$ cat src/sv/rccfp_pkg.sv
// Shared types, constants and the CRC-8 byte fold for the RC-channel frame parser.
`timescale 1ns / 1ps
`default_nettype none
package rccfp_pkg;

	localparam int unsigned PAYLOAD_BYTES_DEF = 22;

	localparam logic [7:0] SYNC_ADDR     = 8'hC8;
	localparam logic [7:0] FRAME_TYPE_RC = 8'h16;
	localparam logic [7:0] CRC_POLY_RST  = 8'hD5;

	typedef enum logic [2:0] {
		ST_HUNT = 3'd0,
		ST_LEN  = 3'd1,
		ST_TYPE = 3'd2,
		ST_DATA = 3'd3,
		ST_CRC  = 3'd4,
		ST_EMIT = 3'd5
	} state_t;

	// Commands from the controller to the datapath.
	typedef struct packed {
		logic crc_init;
		logic crc_fold;
		logic store_wr;
		logic cnt_clr;
		logic cnt_inc;
		logic rd_load;
	} ctrl_cmd_t;

	// Status from the datapath back to the controller.
	typedef struct packed {
		logic is_sync;
		logic is_len;
		logic is_type;
		logic cnt_last;
		logic crc_match;
		logic out_free;
	} dp_status_t;

	// MSB-first CRC-8 fold of one byte; top bit of the polynomial is implicit.
	function automatic logic [7:0] crc8_fold(input logic [7:0] crc, input logic [7:0] b,
		input logic [7:0] poly);
		logic [7:0] c;
		c = crc ^ b;
		for (int i = 0; i < 8; i++) begin
			if (c[7]) begin
				c = {c[6:0], 1'b0} ^ poly;
			end else begin
				c = {c[6:0], 1'b0};
			end
		end
		return c;
	endfunction

endpackage
`default_nettype wire

$ cat src/sv/rccfp_datapath.sv
// Datapath of the frame parser: byte compares, CRC register, payload memory and output register.
`timescale 1ns / 1ps
`default_nettype none
module rccfp_datapath
	import rccfp_pkg::*;
#(
	parameter int unsigned PAYLOAD_BYTES = PAYLOAD_BYTES_DEF
) (
	input  wire logic       clk,
	input  wire logic       arst_n,
	input  wire logic [7:0] rx_byte,
	input  wire logic       cfg_valid,
	input  wire logic [7:0] cfg_data,
	input  wire ctrl_cmd_t  cmd,
	output dp_status_t      status,
	output logic            m_tvalid,
	input  wire logic       m_tready,
	output logic [7:0]      m_tdata,
	output logic            m_tlast
);

	localparam int unsigned CW = (PAYLOAD_BYTES > 1) ? $clog2(PAYLOAD_BYTES) : 1;
	localparam logic [CW-1:0] CNT_LAST = CW'(PAYLOAD_BYTES - 1);
	localparam logic [7:0] LEN_BYTE = 8'(PAYLOAD_BYTES + 2);

	logic [7:0]    crc_poly_q;
	logic [7:0]    crc_q;
	logic [CW-1:0] cnt_q;
	logic          out_valid_q;
	logic [7:0]    out_data_q;
	logic          out_last_q;
	logic [7:0]    mem [PAYLOAD_BYTES];
	logic [7:0]    crc_base;

	assign crc_base = cmd.crc_init ? 8'h00 : crc_q;

	always_ff @(posedge clk or negedge arst_n) begin
		if (!arst_n) begin
			crc_poly_q  <= CRC_POLY_RST;
			crc_q       <= 8'h00;
			cnt_q       <= '0;
			out_valid_q <= 1'b0;
		end else begin
			if (cfg_valid) begin
				crc_poly_q <= cfg_data;
			end
			if (cmd.crc_init || cmd.crc_fold) begin
				crc_q <= crc8_fold(crc_base, rx_byte, crc_poly_q);
			end
			if (cmd.cnt_clr) begin
				cnt_q <= '0;
			end else if (cmd.cnt_inc) begin
				cnt_q <= cnt_q + 1'b1;
			end
			if (cmd.rd_load) begin
				out_valid_q <= 1'b1;
			end else if (m_tready) begin
				out_valid_q <= 1'b0;
			end
		end
	end

	// Payload memory and its registered read port, which is also the output register.
	always_ff @(posedge clk) begin
		if (cmd.store_wr) begin
			mem[cnt_q] <= rx_byte;
		end
		if (cmd.rd_load) begin
			out_data_q <= mem[cnt_q];
			out_last_q <= (cnt_q == CNT_LAST);
		end
	end

	always_comb begin
		status.is_sync   = (rx_byte == SYNC_ADDR);
		status.is_len    = (rx_byte == LEN_BYTE);
		status.is_type   = (rx_byte == FRAME_TYPE_RC);
		status.cnt_last  = (cnt_q == CNT_LAST);
		status.crc_match = (rx_byte == crc_q);
		status.out_free  = !out_valid_q || m_tready;
	end

	assign m_tvalid = out_valid_q;
	assign m_tdata  = out_data_q;
	assign m_tlast  = out_last_q;

endmodule
`default_nettype wire

$ cat src/sv/rccfp_ctrl.sv
// Controller state machine of the frame parser: frame hunting, payload capture and readout.
`timescale 1ns / 1ps
`default_nettype none
module rccfp_ctrl
	import rccfp_pkg::*;
(
	input  wire logic       clk,
	input  wire logic       arst_n,
	input  wire logic       s_tvalid,
	output logic            s_tready,
	input  wire dp_status_t status,
	output ctrl_cmd_t       cmd
);

	state_t state_q;
	state_t state_next;
	logic   accept;

	assign s_tready = (state_q != ST_EMIT);
	assign accept   = s_tvalid && s_tready;

	always_ff @(posedge clk or negedge arst_n) begin
		if (!arst_n) begin
			state_q <= ST_HUNT;
		end else begin
			state_q <= state_next;
		end
	end

	always_comb begin
		state_next = state_q;
		unique case (state_q)
			ST_LEN: begin
				if (accept) begin
					if (status.is_len) begin
						state_next = ST_TYPE;
					end else if (status.is_sync) begin
						state_next = ST_LEN;
					end else begin
						state_next = ST_HUNT;
					end
				end
			end
			ST_TYPE: begin
				if (accept) begin
					if (status.is_type) begin
						state_next = ST_DATA;
					end else if (status.is_sync) begin
						state_next = ST_LEN;
					end else begin
						state_next = ST_HUNT;
					end
				end
			end
			ST_DATA: begin
				if (accept && status.cnt_last) begin
					state_next = ST_CRC;
				end
			end
			ST_CRC: begin
				if (accept) begin
					state_next = status.crc_match ? ST_EMIT : ST_HUNT;
				end
			end
			ST_EMIT: begin
				if (status.out_free && status.cnt_last) begin
					state_next = ST_HUNT;
				end
			end
			default: begin
				if (accept) begin
					state_next = status.is_sync ? ST_LEN : ST_HUNT;
				end
			end
		endcase
	end

	always_comb begin
		cmd = '0;
		unique case (state_q)
			ST_TYPE: begin
				cmd.crc_init = accept && status.is_type;
				cmd.cnt_clr  = accept && status.is_type;
			end
			ST_DATA: begin
				cmd.store_wr = accept;
				cmd.crc_fold = accept;
				cmd.cnt_inc  = accept;
			end
			ST_CRC: begin
				cmd.cnt_clr = accept && status.crc_match;
			end
			ST_EMIT: begin
				cmd.rd_load = status.out_free;
				cmd.cnt_inc = status.out_free;
			end
			default: begin
				cmd = '0;
			end
		endcase
	end

	// The output register is never overwritten while it still holds an untaken beat.
	assert property (@(posedge clk) disable iff (!arst_n) cmd.rd_load |-> status.out_free)
		else $error("readout loaded over a pending output beat");

	// A CRC mismatch emits nothing and drops back to hunting.
	assert property (@(posedge clk) disable iff (!arst_n)
		(state_q == ST_CRC && accept && !status.crc_match) |=> (state_q == ST_HUNT))
		else $error("CRC mismatch did not return to hunting");

	// Loading the final payload byte ends the readout.
	assert property (@(posedge clk) disable iff (!arst_n)
		(state_q == ST_EMIT && cmd.rd_load && status.cnt_last) |=> (state_q == ST_HUNT))
		else $error("readout did not end after the last payload byte");

	// Payload capture and readout never happen in the same cycle.
	assert property (@(posedge clk) disable iff (!arst_n) !(cmd.store_wr && cmd.rd_load))
		else $error("payload write and readout overlap");

endmodule
`default_nettype wire

$ cat src/sv/rc_channel_frame_parser.sv
// Top level of the RC-channel frame parser: controller and datapath wired together.
//
// The parser takes one received serial byte per input beat and hunts for an RC-channel
// frame: sync 0xC8, a length byte equal to PAYLOAD_BYTES + 2, type 0x16, PAYLOAD_BYTES
// payload bytes and a CRC-8 byte (MSB-first, zero start, polynomial from the cfg channel,
// reset 0xD5, covering the type byte and the payload). The CRC register folds a whole
// byte per clock and the payload memory takes one write per clock. When the CRC byte
// matches, the stored payload is read out of the single-port payload memory one beat per
// cycle while m_tready does not stall, and s_tready stays low after the CRC byte until
// the last payload byte is loaded into the output register; the last beat is marked
// with m_tlast. A bad length or type byte drops back to hunting, except a sync
// byte, which restarts at the length step; inside the payload and CRC steps every byte
// is data. After the CRC byte the parser always hunts again; a mismatch emits nothing.
// The final output beat may still wait in the output register while new bytes are taken.
// There is no clearing pass after reset. The polynomial is written through cfg_valid and
// cfg_data, which are always ready, and should only change while no frame is in flight.
`timescale 1ns / 1ps
`default_nettype none
module rc_channel_frame_parser
	import rccfp_pkg::*;
#(
	parameter int unsigned PAYLOAD_BYTES = PAYLOAD_BYTES_DEF
) (
	input  wire logic       clk,
	input  wire logic       arst_n,
	input  wire logic       s_tvalid,
	output logic            s_tready,
	input  wire logic [7:0] s_tdata,   // [7:0] rx_byte
	output logic            m_tvalid,
	input  wire logic       m_tready,
	output logic [7:0]      m_tdata,   // [7:0] payload_byte
	output logic            m_tlast,   // last_byte
	input  wire logic       cfg_valid,
	output logic            cfg_ready,
	input  wire logic [7:0] cfg_data   // [7:0] crc_poly
);

	ctrl_cmd_t  cmd;
	dp_status_t status;
	logic       cfg_write;

	// The polynomial register takes a write in any cycle.
	assign cfg_ready = 1'b1;
	assign cfg_write = cfg_valid && cfg_ready;

	rccfp_ctrl u_ctrl (
		.clk      (clk),
		.arst_n   (arst_n),
		.s_tvalid (s_tvalid),
		.s_tready (s_tready),
		.status   (status),
		.cmd      (cmd)
	);

	rccfp_datapath #(
		.PAYLOAD_BYTES (PAYLOAD_BYTES)
	) u_datapath (
		.clk       (clk),
		.arst_n    (arst_n),
		.rx_byte   (s_tdata),
		.cfg_valid (cfg_write),
		.cfg_data  (cfg_data),
		.cmd       (cmd),
		.status    (status),
		.m_tvalid  (m_tvalid),
		.m_tready  (m_tready),
		.m_tdata   (m_tdata),
		.m_tlast   (m_tlast)
	);

endmodule
`default_nettype wire

$ cat config.mk
export PLATFORM = sky130hd
export DESIGN_NAME = rc_channel_frame_parser
export DESIGN_NICKNAME = d
export VERILOG_FILES = /design/src/sv/rccfp_pkg.sv /design/src/sv/rccfp_datapath.sv /design/src/sv/rccfp_ctrl.sv /design/src/sv/rc_channel_frame_parser.sv
export SDC_FILE = /design/constraint.sdc
export NUM_CORES = 1
export LEC_CHECK = 0
export BUFFER_PORTS_ARGS = -buffer_cell sky130_fd_sc_hd__clkbuf_2
export CAP_MARGIN = 15
export CORE_AREA = 2 2 162 164
export CTS_CLUSTER_SIZE = 12
export DETAILED_ROUTE_END_ITERATION = 7
export DIE_AREA = 0 0 164 166
export PLACE_DENSITY = 0.52
export SETUP_SLACK_MARGIN = 0.5
export SLEW_MARGIN = 25
export SYNTH_ARGS = -nofsm -noshare
export SYNTH_HDL_FRONTEND = slang
export SYNTH_SLANG_ARGS = --single-unit
$ cat constraint.sdc
create_clock -name clk -period 6.47 [get_ports clk]
set_clock_uncertainty 0.2 [all_clocks]
set_input_delay 1.294 -clock clk [delete_from_list [all_inputs] [get_ports clk]]
set_output_delay 1.294 -clock clk [all_outputs]
set_load 0.02 [all_outputs]
# Word level (Yosys, flattened, before mapping)
# Memory sizes are Yosys's and may differ from the RTL's. A register that Yosys moved wholly into a read port is not among the register bits.
# Cells that the tools add are included.
# totals
inputBits,21
out_inout_bits,12
register_bits,26
mem_count,1
ramBits,176
word_cells,83
# mem_list
name,depth,word_bits,rd,rd_ports_with_merged_regs,write_ports,line,text
u_datapath.mem,22,8,1,1,1,rccfp_datapath.sv:32,logic [7:0] mem [PAYLOAD_BYTES];
# classes
mux,38
eq_ne,16
n_reduce_logical,12
bitwise_logic,9
n_addsub,1
# op_table
operator,count
$mux 8,16
$xor 8x8->8,9
$mux 3,8
$eq 8x5->1 const B,2
$pmux 3 s5,1
$mux 5,2
$ne 2x1->1 const B,5
$eq 8x8->1,1
$eq 8x8->1 const B,1
$mux 1,7
$eq 3x2->1 const B,2
$eq 3x3->1 const B,2
$reduce_and 6->1,1
$add 5x1->5 const B,1
$eq 5x5->1 const B,1
$logic_and 1x1->1,5
$mux 2,2
$pmux 1 s2,2
$reduce_bool 2->1,2
$eq 3x1->1 const B,1
$ne 3x3->1 const B,1
$reduce_bool 3->1,1
$logic_or 1x1->1,2
$logic_not 1->1,1

# Logic depth before layout (Yosys ltp)
# Gate-level depths: netlist of run 1.
# logic_depth
word_depth,29
depth_mapped,16
depth_no_buf,13

# By module
# Synthesis of run 1 repeated with hierarchy kept, for this count alone.
# unflattened
hier_cells,769
hier_area_um2,10417.5
# modules_own_cells
module,seq_area_each_um2,area_each_um2,n_inst,cells_per_inst
rccfp_datapath,6112.1,10069.7,1,732
rccfp_ctrl,75.1,336.6,1,35
rc_channel_frame_parser,0.0,11.3,1,2

# Worst setup path before layout of run 1
# OpenSTA, ideal clock, no wires.
# synth_timing
path_type,input to register
from,in s_tdata[5]
to,reg u_datapath.crc_q[2]
arrival_ns,4.489
setup_ns,0.125
t_required_ns,6.145
setup_slack_ns,1.656
cell_stages,14
cell_sequence,buf_6 -> nor4b_4 -> nand4_1 -> a311o_1 -> nand2_4 -> xor2_4 -> mux2i_1 -> xor2_2 -> xnor2_2 -> mux2i_1 -> o21a_1 -> o21ai_1 -> xnor3_1 -> mux2_2
# synth_via
elab_chain_len,27
elab_cells_between_ends,29
classes_between,eq/ne (1); mux (17); bitwise (9); reduce/logical (2)
# synth_lines
element,line,text
from (decl),rc_channel_frame_parser.sv:28,"input wire logic [7:0] s_tdata,"
$eq 8x5->1,rccfp_datapath.sv:77,status.is_type = (rx_byte == FRAME_TYPE_RC);
$logic_and 1x1->1,rccfp_ctrl.sv:82,cmd.crc_init = accept && status.is_type;
$mux 1,rccfp_ctrl.sv:80,unique case (state_q)
$mux 8,rccfp_datapath.sv:35,assign crc_base = cmd.crc_init ? 8'h00 : crc_q;
$xor 8x8->8,rccfp_pkg.sv:45,c = crc ^ b;
$xor 8x8->8,rccfp_pkg.sv:48,"c = {c[6:0], 1'b0} ^ poly;"
$mux 8,rccfp_pkg.sv:47,if (c[7]) begin
$mux 8,rccfp_datapath.sv:47,if (cmd.crc_init || cmd.crc_fold) begin
[... 11 more ...],-,
$mux 8,rccfp_datapath.sv:47,
$mux 8 / $xor 8x8->8 (equally long branches),"rccfp_pkg.sv:47, rccfp_pkg.sv:48",
"$mux 8, on equally long branches","rccfp_datapath.sv:47, rccfp_pkg.sv:47",
$xor 8x8->8 / $mux 8 (equally long branches),"rccfp_pkg.sv:48, rccfp_datapath.sv:47",
$mux 8 / $xor 8x8->8 (equally long branches),"rccfp_pkg.sv:47, rccfp_pkg.sv:48",
"$mux 8, on equally long branches","rccfp_datapath.sv:47, rccfp_pkg.sv:47",
$xor 8x8->8 / $mux 8 (equally long branches),"rccfp_pkg.sv:48, rccfp_datapath.sv:47",
$mux 8,rccfp_pkg.sv:47,
to (signal assigned),rccfp_datapath.sv:48,"crc_q <= crc8_fold(crc_base, rx_byte, crc_poly_q);"
to (decl),rccfp_datapath.sv:27,logic [7:0] crc_q;
# Several ways; a longest one is shown, not always the timed one. The select of a mux whose other input is x is not followed.
# A chain may end at the register's enable or synchronous reset.

# Worst setup path in the final report of run 1
# layout_timing
from,in s_tdata[7]
to,reg u_datapath.crc_q[2]
# The elaborated chain is that of the path after synthesis.

==> metrics, run 1 <==
outcome finished, final reports clean; post-CTS setup buffers 0; GRT Total Usage 17.48%; Max Fclk 192.5 MHz; Worst-Margin Slew 937.9 ps; WS Path Type in -> reg; Setup Viol. Count Final 0; worst setup path startpoint s_tdata[7]; Yosys cell types 76; vias 5,864; commonest non-fill, non-tap cells in the layout edfxtp_1, nand2_1, nor2_1; total CTS buffers 24; final setup TNS 0 ps; Hold Buf Count CTS 0; Yosys top cell area share 55.41%; M1 GR Usage 23.70%; DRT iter0 DRCs 597; die area 27,220 sq um; Critical Path RT 6660 ps; sequential share of the synthesized area 61.71%; vias per cell 5.491; share of cells above drive strength 1 21.69%; port bufs 31; Main synth FF type edfxtp_1; number of diodes 0; Layout Cells excl Fill 1,068; area growth from synthesis to layout 11.99%; FF-to-FF Start u_datapath.crc_q[7]$_DFFE_PN0P_; Hold EP u_datapath.m_tvalid$_DFFE_PN0P_; final worst-path cycle share 80.28%; routed len/inst 21.73 um; Final Max Slew Viols 0; Async SR Flop Fraction 11.90%; DP Cell Count 1,028; worst min-delay path startpoint u_datapath.m_tvalid$_DFFE_PN0P_; Synth Instances 690; DIE HEIGHT 166 um; largest cells by area after synthesis edfxtp_1, mux4_2, dfrtp_1; reg2reg end u_datapath.crc_q[2]$_DFFE_PN0P_; mapped cell area 10,030 sq um; Longest Clk Path Bufs 3; grt ovf 0; H-tree depth 1; Pleak 3.827 nW; TritonCTS clock tree done; cell chosen for the clock root clkbuf_16; commonest non-fill, non-tap cell in the layout edfxtp_1; die width 164 um; R2R cell count 14; EDFF count, synth 185; Final #Nets 744; core area 25,620 sq um; CP arrival 5380 ps; syn nets 715; vias in the first global route 6,046; flops & latches, synth 210; area leader, netlist edfxtp_1; slowest stage delay, CP 610 ps; Filler Cells Inserted 2,279; hold crit path type reg -> reg; Final HPWL DP 15,420 um; Clock Pin Slew Worst Setup and Hold Paths 60 ps; num rows 59; Detail Route Antenna Nets 0; Setup crit end kind register; power density cells 451.0 nW/um^2; peak supply drop 0.3969 mV; min Tclk post-route 5194 ps; initial antenna violation count 0; max cap viols 0; final hold slack 370.2 ps; Top-Level Pins 33; GR peak layer met2; initial core utilization 39.14%; clock sink count 210; # resized after CTS 0; drt drc 0; first-pass GRT wire length 36,110 um; grt met3 use 2.273%; CP max-delay cell xor2_1; router iterations before antenna repair 5; Reg2Reg Setup Slack 1760 ps; met2 usage 29.89%; Routed WL 23,200 um; Clock Latency Late Sink 500 ps; final hold vios 0; relative slew slack 37.47%; startpoint types input pin; CP Cell Sequence clkbuf_2 > xor2_1 > buf_4 > nand3_1 > a311o_1 > and3_4 > o21ai_1 > xnor3_1 > xor2_2 > xnor2_2 > mux2i_1 > o21a_1 > o21ai_1 > xnor3_1 > mux2_2; synthesized area per cell 14.53 sq um; synth warn 0; Placer Congestion 0.8113; RSZ-0062 raised after global routing false; largest net degree at the start of global routing 45; CP max FO 13; worst hold path stage count 2
-- cell families after synthesis --
family / Yosys count / synth area share, %
AO/OA/AOI/OAI: 101 / 6.577
AND/OR/NAND/NOR: 203 / 9.984
multiplexers: 62 / 11.39
adder cells (fa/ha/maj): 4 / 0.4992
other: 1 / 0.03740
flip-flops: 210 / 61.71
XOR/XNOR: 59 / 7.563
buffers and inverters: 50 / 2.234
-- cell usage after synthesis, drive strengths merged, types with 5 or more instances --
| master | instances |
|---|---|
| nand3 | 17 |
| nand4 | 7 |
| o21ai | 33 |
| xnor3 | 9 |
| mux2i | 15 |
| xnor2 | 25 |
| clkbuf | 28 |
| edfxtp | 185 |
| inv | 8 |
| nor2b | 10 |
| xor2 | 24 |
| a21oi | 23 |
| nor2 | 44 |
| dfrtp | 20 |
| a22oi | 9 |
| mux2 | 7 |
| nor4 | 7 |
| dfstp | 5 |
| o211ai | 11 |
| a31oi | 6 |
| mux4 | 40 |
| nor3 | 6 |
| nand2 | 83 |
| buf | 13 |
-- power breakdown --
part,switching [mW],internal (mW),total (mW)
registers,0.163,1.56,1.72
logic,1.07,1.09,2.16
clock network,0.514,0.674,1.19
total,1.75,3.32,5.06
-- layout make-up --
type / count / area [sq um] / area share, %
clock buffer: 26 / 608.1 / 5.416
clock inverter: 14 / 82.58 / 0.7355
inverter: 9 / 33.78 / 0.3009
multi-input combinational: 430 / 3627 / 32.30
sequential: 210 / 6192 / 55.15
tap: 335 / 419.2 / 3.733
timing repair buffer: 44 / 265.3 / 2.362
-- state kept, by name, indices dropped and copies added, names as in the netlist --
name / count
u_datapath.crc_q: 8
u_datapath.m_tlast: 1
u_datapath.m_tvalid: 1
u_datapath.m_tdata: 8
u_datapath.mem: 176
u_ctrl.state_q: 3
u_datapath.cnt_q: 5
u_datapath.crc_poly_q: 8
-- worst max-delay path: cells and delay by family --
family / cells / cell delay (ps)
AO/OA/AOI/OAI: 4 / 950
XOR/XNOR: 5 / 1750
buffers and inverters: 2 / 470
multiplexers: 2 / 560
AND/OR/NAND/NOR: 2 / 330
-- worst max-delay path by stage --
stage,to,slack (ps),cells after the start
after floorplan,u_datapath.crc_q[2]$_DFFE_PN0P_,1660,14
after global placement,u_datapath.crc_q[2]$_DFFE_PN0P_,850,15
after detailed placement,u_datapath.crc_q[2]$_DFFE_PN0P_,780,14
after CTS,u_datapath.crc_q[2]$_DFFE_PN0P_,1300,14
after global routing,u_datapath.crc_q[2]$_DFFE_PN0P_,980,14
final,u_datapath.crc_q[2]$_DFFE_PN0P_,1280,15
-- per-stage QoR --
stage | power (mW) | setup WS [ps] | area (sq um) | utilization, %
2_1_floorplan | 3.459 | 1656 | 10030 | -
3_3_place_gp | 3.858 | 850.5 | 10510 | 41.01
3_5_place_dp | 3.909 | 781.0 | 10540 | 41.13
4_1_cts | 5.106 | 1297 | 11230 | 43.82
5_1_grt | 5.372 | 981.2 | 11230 | 43.83
6_report | 5.065 | 1276 | 11230 | 43.83
-- layer usage --
metal  share of wire, %  up-vias
met3                3.9       29
met5                  0        -
met2                 51      142
li1                   -     2676
met1                 43     3017
met4                2.0        0
(Power assumes the default switching activity.)
==> run 2: changes to the inputs <==
Clock period 6.47 ns to 5 ns, I/O delays scaled along.
==> metrics, run 2 (synthesis gave the netlist of run 1 again) <==
Final Max Slew Viols 0 (unchanged); largest net degree at the start of global routing 36 (-20%); Placer Congestion 0.8304 (+2.4%); Clock Pin Slew Worst Setup and Hold Paths 60 ps (about the same); Sw Ratio 33.39% (-1.1 points); Tot Pwr 6.868 mW (+36%); hold crit path type in -> async; final instance area 11,480 sq um (+2.2%); Critical Path RT 5190 ps (-1470 ps); core area 25,620 sq um (unchanged); area growth from synthesis to layout 14.49%; initial core utilization 39.14% (unchanged); power density cells 598.3 nW/um^2 (+33%); grt ovf 0 (unchanged); Worst-Margin Slew 931.6 ps (-6.373 ps); routed len/inst 21.86 um (+0.61%); Clock power frac 24.9% (+1.4 points); final worst-path cycle share 84.68%; TritonCTS clock tree done; DRT iter0 DRCs 500 (-16%); max cap viols 0 (unchanged); Switch Pwr 2.293 mW (+31%); CP max FO 19 (+6); H-tree depth 1 (unchanged); startpoint types input pin; CP arrival 4430 ps (-950 ps); FF-to-FF Start u_datapath.crc_poly_q[7]$_DFFE_PN1P_; first-pass GRT wire length 36,960 um (+2.4%); Setup Viol. Count Final 0 (unchanged); outcome finished, final reports clean; router iterations before antenna repair 5 (unchanged); GRT Total Usage 17.93% (+0.45 points); fin worst setup slack 766.2 ps (-509.7 ps); Max Fclk 236.2 MHz; min Tclk post-route 4234 ps; final hold slack 297.8 ps (-72.41 ps); final hold vios 0 (unchanged); total CTS buffers 24 (unchanged); RSZ-0062 raised after global routing false; worst setup path startpoint s_tdata[7]; cell chosen for the clock root clkbuf_16; Final #Nets 762 (+2.4%); Longest Clk Path Bufs 3 (unchanged); commonest non-fill, non-tap cell in the layout edfxtp_1; R2R cell count 13 (-1); Reg with most FFs u_datapath.mem; die area 27,220 sq um (unchanged); port bufs 31 (unchanged); sequential power share 32.9% (-1.0 points); Routed WL 23,830 um (+2.7%); number of diodes 0 (unchanged); Reg2Reg Setup Slack 930 ps (-830 ps); Clock Latency Late Sink 520 ps (+20 ps); CP max-delay cell xor3_2; relative slew slack 37.90% (+0.42 points); num rows 59 (unchanged); max reg flops 176 (unchanged); Final HPWL DP 15,610 um (+1.2%); final setup TNS 0 ps (unchanged); reg2reg end u_datapath.crc_q[2]$_DFFE_PN0P_; vias 5,947 (+1.4%); DP Area 10,660 sq um (+1.2%); share of cells above drive strength 1 24.24% (+2.5 points); WS Path Type in -> reg; Detail Route Antenna Nets 0 (unchanged); Hold Buf Count CTS 0 (unchanged); CP Cell Sequence clkbuf_2 > nor4b_4 > buf_4 > and4_1 > buf_12 > a311o_1 > and3_4 > o21ai_1 > xor3_2 > xor2_2 > nand2_1 > a22oi_2 > xnor2_1 > nand2_1 > xnor3_1 > mux2_2; slowest stage delay, CP 520 ps (-90 ps); internal power 4.574 mW (+38%); Top-Level Pins 33 (unchanged); Setup crit end kind register; drt drc 0 (unchanged); DIE HEIGHT 166 um (unchanged); vias in the first global route 6,153 (+1.8%); commonest non-fill, non-tap cells in the layout edfxtp_1, nand2_1, nor2_1; vias per cell 5.456 (-0.63%); initial antenna violation count 0 (unchanged); Filler Cells Inserted 2,272 (-0.31%); peak supply drop 0.4218 mV (+6.3%); clock sink count 210 (unchanged); worst slack, placed 138.5 ps (-642.5 ps); Pleak 3.967 nW (+3.6%); combinational power share 42.1% (-0.5 points); CP dominant cell by count nand2_1; die width 164 um (unchanged)
## run 2: changes by cell type in the layout (fill, tap and decap cells not counted), sizes merged
cell      previous run  this run
buf                 13        31
bufinv               0         1
clkbuf              57        72
clkinv              14         2
clkinvlp             1         0
inv                  8         9
## run 2: power by group through the flow
| stage | combinational [mW] | sequential (mW) | clock (mW) |
|---|---|---|---|
| floorplan | 2.40 | 2.08 | 0 |
| detailed placement | 2.88 | 2.30 | 0 |
| global route | 3.18 | 2.29 | 1.82 |
| CTS | 2.89 | 2.27 | 1.75 |
| global placement | 2.83 | 2.30 | 0 |
| finish | 2.89 | 2.26 | 1.71 |
## run 2: layout make-up
cell class / instances / area [sq um] / share of cell area (%)
inverter: 9 / 33.78 / 0.2943
tap: 335 / 419.2 / 3.652
clock buffer: 41 / 724.4 / 6.311
multi-input combinational: 430 / 3652 / 31.82
sequential: 210 / 6192 / 53.95
clock inverter: 3 / 52.55 / 0.4578
timing repair buffer: 62 / 404.1 / 3.521
## run 2: routing by layer
layer	track usage, %	vias to the layer above	routed length [um]
met5	0	-	0
met4	4.310	0	446
met3	2.398	30	943
met2	31.51	154	12470
met1	23.51	3054	9966
li1	-	2709	-
## run 2: worst max-delay path by stage
stage	end	slack, ps	cells after the start
floorplan	u_datapath.crc_q[2]$_DFFE_PN0P_	500	14
global placement	u_datapath.crc_q[2]$_DFFE_PN0P_	220	14
detailed placement	u_datapath.crc_q[2]$_DFFE_PN0P_	140	14
CTS	u_datapath.crc_q[2]$_DFFE_PN0P_	660	14
global route	u_datapath.crc_q[4]$_DFFE_PN0P_	550	16
finish	u_datapath.crc_q[2]$_DFFE_PN0P_	770	16
## run 2: stage by stage
stage          utilization [%]  instances
3_5_place_dp             41.61       1044
2_1_floorplan                -        690
4_1_cts                  44.64       1088
5_1_grt                  44.81       1090
6_report                 44.81       1090
3_3_place_gp             41.57       1044
## run 2: timing repair
action | 4_1_cts | 5_1_grt
setup buffers | 0 | 2
gates resized for setup | 0 | 5
setup endpoints to repair | 0 | 5
hold endpoints to repair | 0 | 0
## run 2: critical path: cells and delay by family
| kind | cells | cell delay, ps |
|---|---|---|
| AOI/OAI and AO/OA | 3 | 600 |
| xor gates and xnor gates | 4 | 1260 |
| buffers and inverters | 3 | 610 |
| muxes | 1 | 260 |
| and+or+nand+nor | 5 | 670 |
==> run 3: changes to the inputs <==
Settings changed: PLACE_DENSITY 0.52 to 0.54.
Clock period 5 ns to 3.7 ns, I/O delays scaled along.
==> metrics, run 3 (synthesis gave the netlist of run 1 again) <==
clock sink count 210 (unchanged); share of cells above drive strength 1 33.21% (+9.0 points); Tot Pwr 9.810 mW (+43%); CP Cell Sequence clkbuf_16 > nor4bb_4 > buf_4 > and4_4 > buf_12 > buf_6 > nor2_4 > mux2_4 > nand2_2 > xnor3_1 > xor2_2 > xnor2_2 > mux2i_2 > o21a_1 > o21ai_2 > xnor3_1 > mux2_4; final hold vios 0 (unchanged); num rows 59 (unchanged); Critical Path RT 3900 ps (-1290 ps); initial core utilization 39.14% (unchanged); max reg flops 176 (unchanged); Clock Pin Slew Worst Setup and Hold Paths 60 ps (about the same); power density cells 803.7 nW/um^2 (+34%); grt ovf 0 (unchanged); area growth from synthesis to layout 21.74%; RSZ-0062 raised after global routing true; Placer Congestion 0.8071 (-2.8%); drt drc 0 (unchanged); CP max-delay cell xnor3_1; Filler Cells Inserted 2,176 (-4.2%); Final #Nets 835 (+9.6%); port bufs 31 (unchanged); final worst-path cycle share 106.1%; DP Area 11,110 sq um (+4.2%); min Tclk post-route 3928 ps; vias per cell 5.294 (-3.0%); Final Max Slew Viols 0 (unchanged); final setup TNS -1308 ps (-1308 ps); routed len/inst 20.73 um (-5.2%); first-pass GRT wire length 37,430 um (+1.3%); vias in the first global route 6,437 (+4.6%); combinational power share 47.0% (+4.9 points); Max Fclk 254.6 MHz; Routed WL 23,980 um (+0.65%); GRT Total Usage 18.07% (+0.14 points); max cap viols 0 (unchanged); relative slew slack 36.96% (-0.94 points); router iterations before antenna repair 4 (-1); H-tree depth 1 (unchanged); Sw Ratio 33.40% (about the same); Longest Clk Path Bufs 3 (unchanged); failing checks setup timing; die width 164 um (unchanged); largest net degree at the start of global routing 47 (+31%); Multi-input gate area 3795 sq um (+3.9%); Switch Pwr 3.277 mW (+43%); DRT iter0 DRCs 470 (-6.0%); Detail Route Antenna Nets 0 (unchanged); internal power 6.533 mW (+43%); startpoint types input pin; number of diodes 0 (unchanged); CP arrival 4120 ps (-310 ps); sequential power share 31.0% (-1.9 points); DIE HEIGHT 166 um (unchanged); total area of sequential cells 6193 sq um (about the same); Final HPWL DP 15,970 um (+2.4%); Setup Viol. Count Final 8 (+8); initial antenna violation count 0 (unchanged); Reg with most FFs u_datapath.mem; Pleak 4.374 nW (+10%); hold crit path type in -> async; die area 27,220 sq um (unchanged); commonest non-fill, non-tap cells in the layout edfxtp_1, buf_4, nand2_1; Top-Level Pins 33 (unchanged); peak supply drop 0.6905 mV (+64%); TritonCTS clock tree done; WS Path Type in -> reg; Setup crit end kind register; fin worst setup slack -227.5 ps (-993.7 ps); cell chosen for the clock root clkbuf_16; Worst-Margin Slew 945.6 ps (+14.05 ps); CP max FO 5 (-14); Clock power frac 22.0% (-2.9 points); vias 6,125 (+3.0%); worst slack, placed -853.3 ps (-991.8 ps); final instance area 12,210 sq um (+6.3%); Clock Latency Late Sink 510 ps (about the same); commonest non-fill, non-tap cell in the layout edfxtp_1; total CTS buffers 23 (-4.2%); slowest stage delay, CP 430 ps (-90 ps); core area 25,620 sq um (unchanged); outcome finished with violations
## run 3: cell count changes in the layout (fill, tap and decap cells not counted), sizes merged
cell      delta
buf         +75
bufinv       +1
clkbuf      -13
clkinv       +2
clkinvlp     +2
## run 3: worst max-delay path: cells and delay by family
family                    cells  cell delay (ps)
xor gates and xnor gates      4             1070
buffers and inverters         4              520
muxes                         3              890
AOI/OAI and AO/OA             2              290
and+or+nand+nor               4              610
## run 3: worst paths after layout
| kind | slack, ps | start | to | cells past startpoint |
|---|---|---|---|---|
| max | -230 | s_tdata[0] | u_datapath.crc_q[2]$_DFFE_PN0P_ | 17 |
| min | 60 | arst_n | u_datapath.m_tvalid$_DFFE_PN0P_ | 1 |
| max reg2reg | -140 | u_ctrl.state_q[0]$_DFFE_PN0P_ | u_datapath.crc_q[2]$_DFFE_PN0P_ | 15 |
| min reg2reg | 370 | u_datapath.m_tvalid$_DFFE_PN0P_ | u_datapath.m_tvalid$_DFFE_PN0P_ | 2 |
| max in group asynchronous | 2730 | arst_n | u_datapath.cnt_q[0]$_DFFE_PN0P_ | 1 |
| min in group clk | 220 | cfg_data[6] | u_datapath.crc_poly_q[6]$_DFFE_PN1P_ | 3 |
## run 3: metal layers
metal,global-route usage (%),vias to the layer above,share of wire (%)
met5,0,-,0
met2,32.06,138,52
met3,3.097,34,5.0
li1,-,2860,-
met1,22.83,3093,41
met4,4.653,0,1.9
## run 3: what timing repair did
action,CTS,global route
hold buffers,0,0
setup buffers,7,7
cloned,1,0
resized for setup,34,21
endpoints found under the setup margin,8,8
pin swaps,20,16
## run 3: stage by stage
step,utilization (%),std cells,hold slack [ps]
global route,47.65,1157,101.8
CTS,47.02,1150,66.14
floorplan,-,690,244.4
detailed placement,43.37,1105,364.9
finish,47.65,1157,63.55
global placement,43.36,1105,343.7
## run 3: cell type report
| cell class | instances | share of cell area (%) |
|---|---|---|
| well taps | 335 | 3.434 |
| clock inverters | 8 | 0.7791 |
| repair buffers | 136 | 8.775 |
| flip-flops and latches | 210 | 50.74 |
| clock buffers | 29 | 4.900 |
| multi-input cells | 430 | 31.09 |
| inverters | 9 | 0.2768 |
## run 3: power by group through the flow
stage          combinational (mW)  sequential (mW)  clock [mW]
2_1_floorplan                3.24             2.81           0
3_3_place_gp                 4.13             3.09           0
3_5_place_dp                 4.16             3.09           0
4_1_cts                      4.41             3.05        2.20
5_1_grt                      5.00             3.08        2.29
6_report                     4.61             3.04        2.15
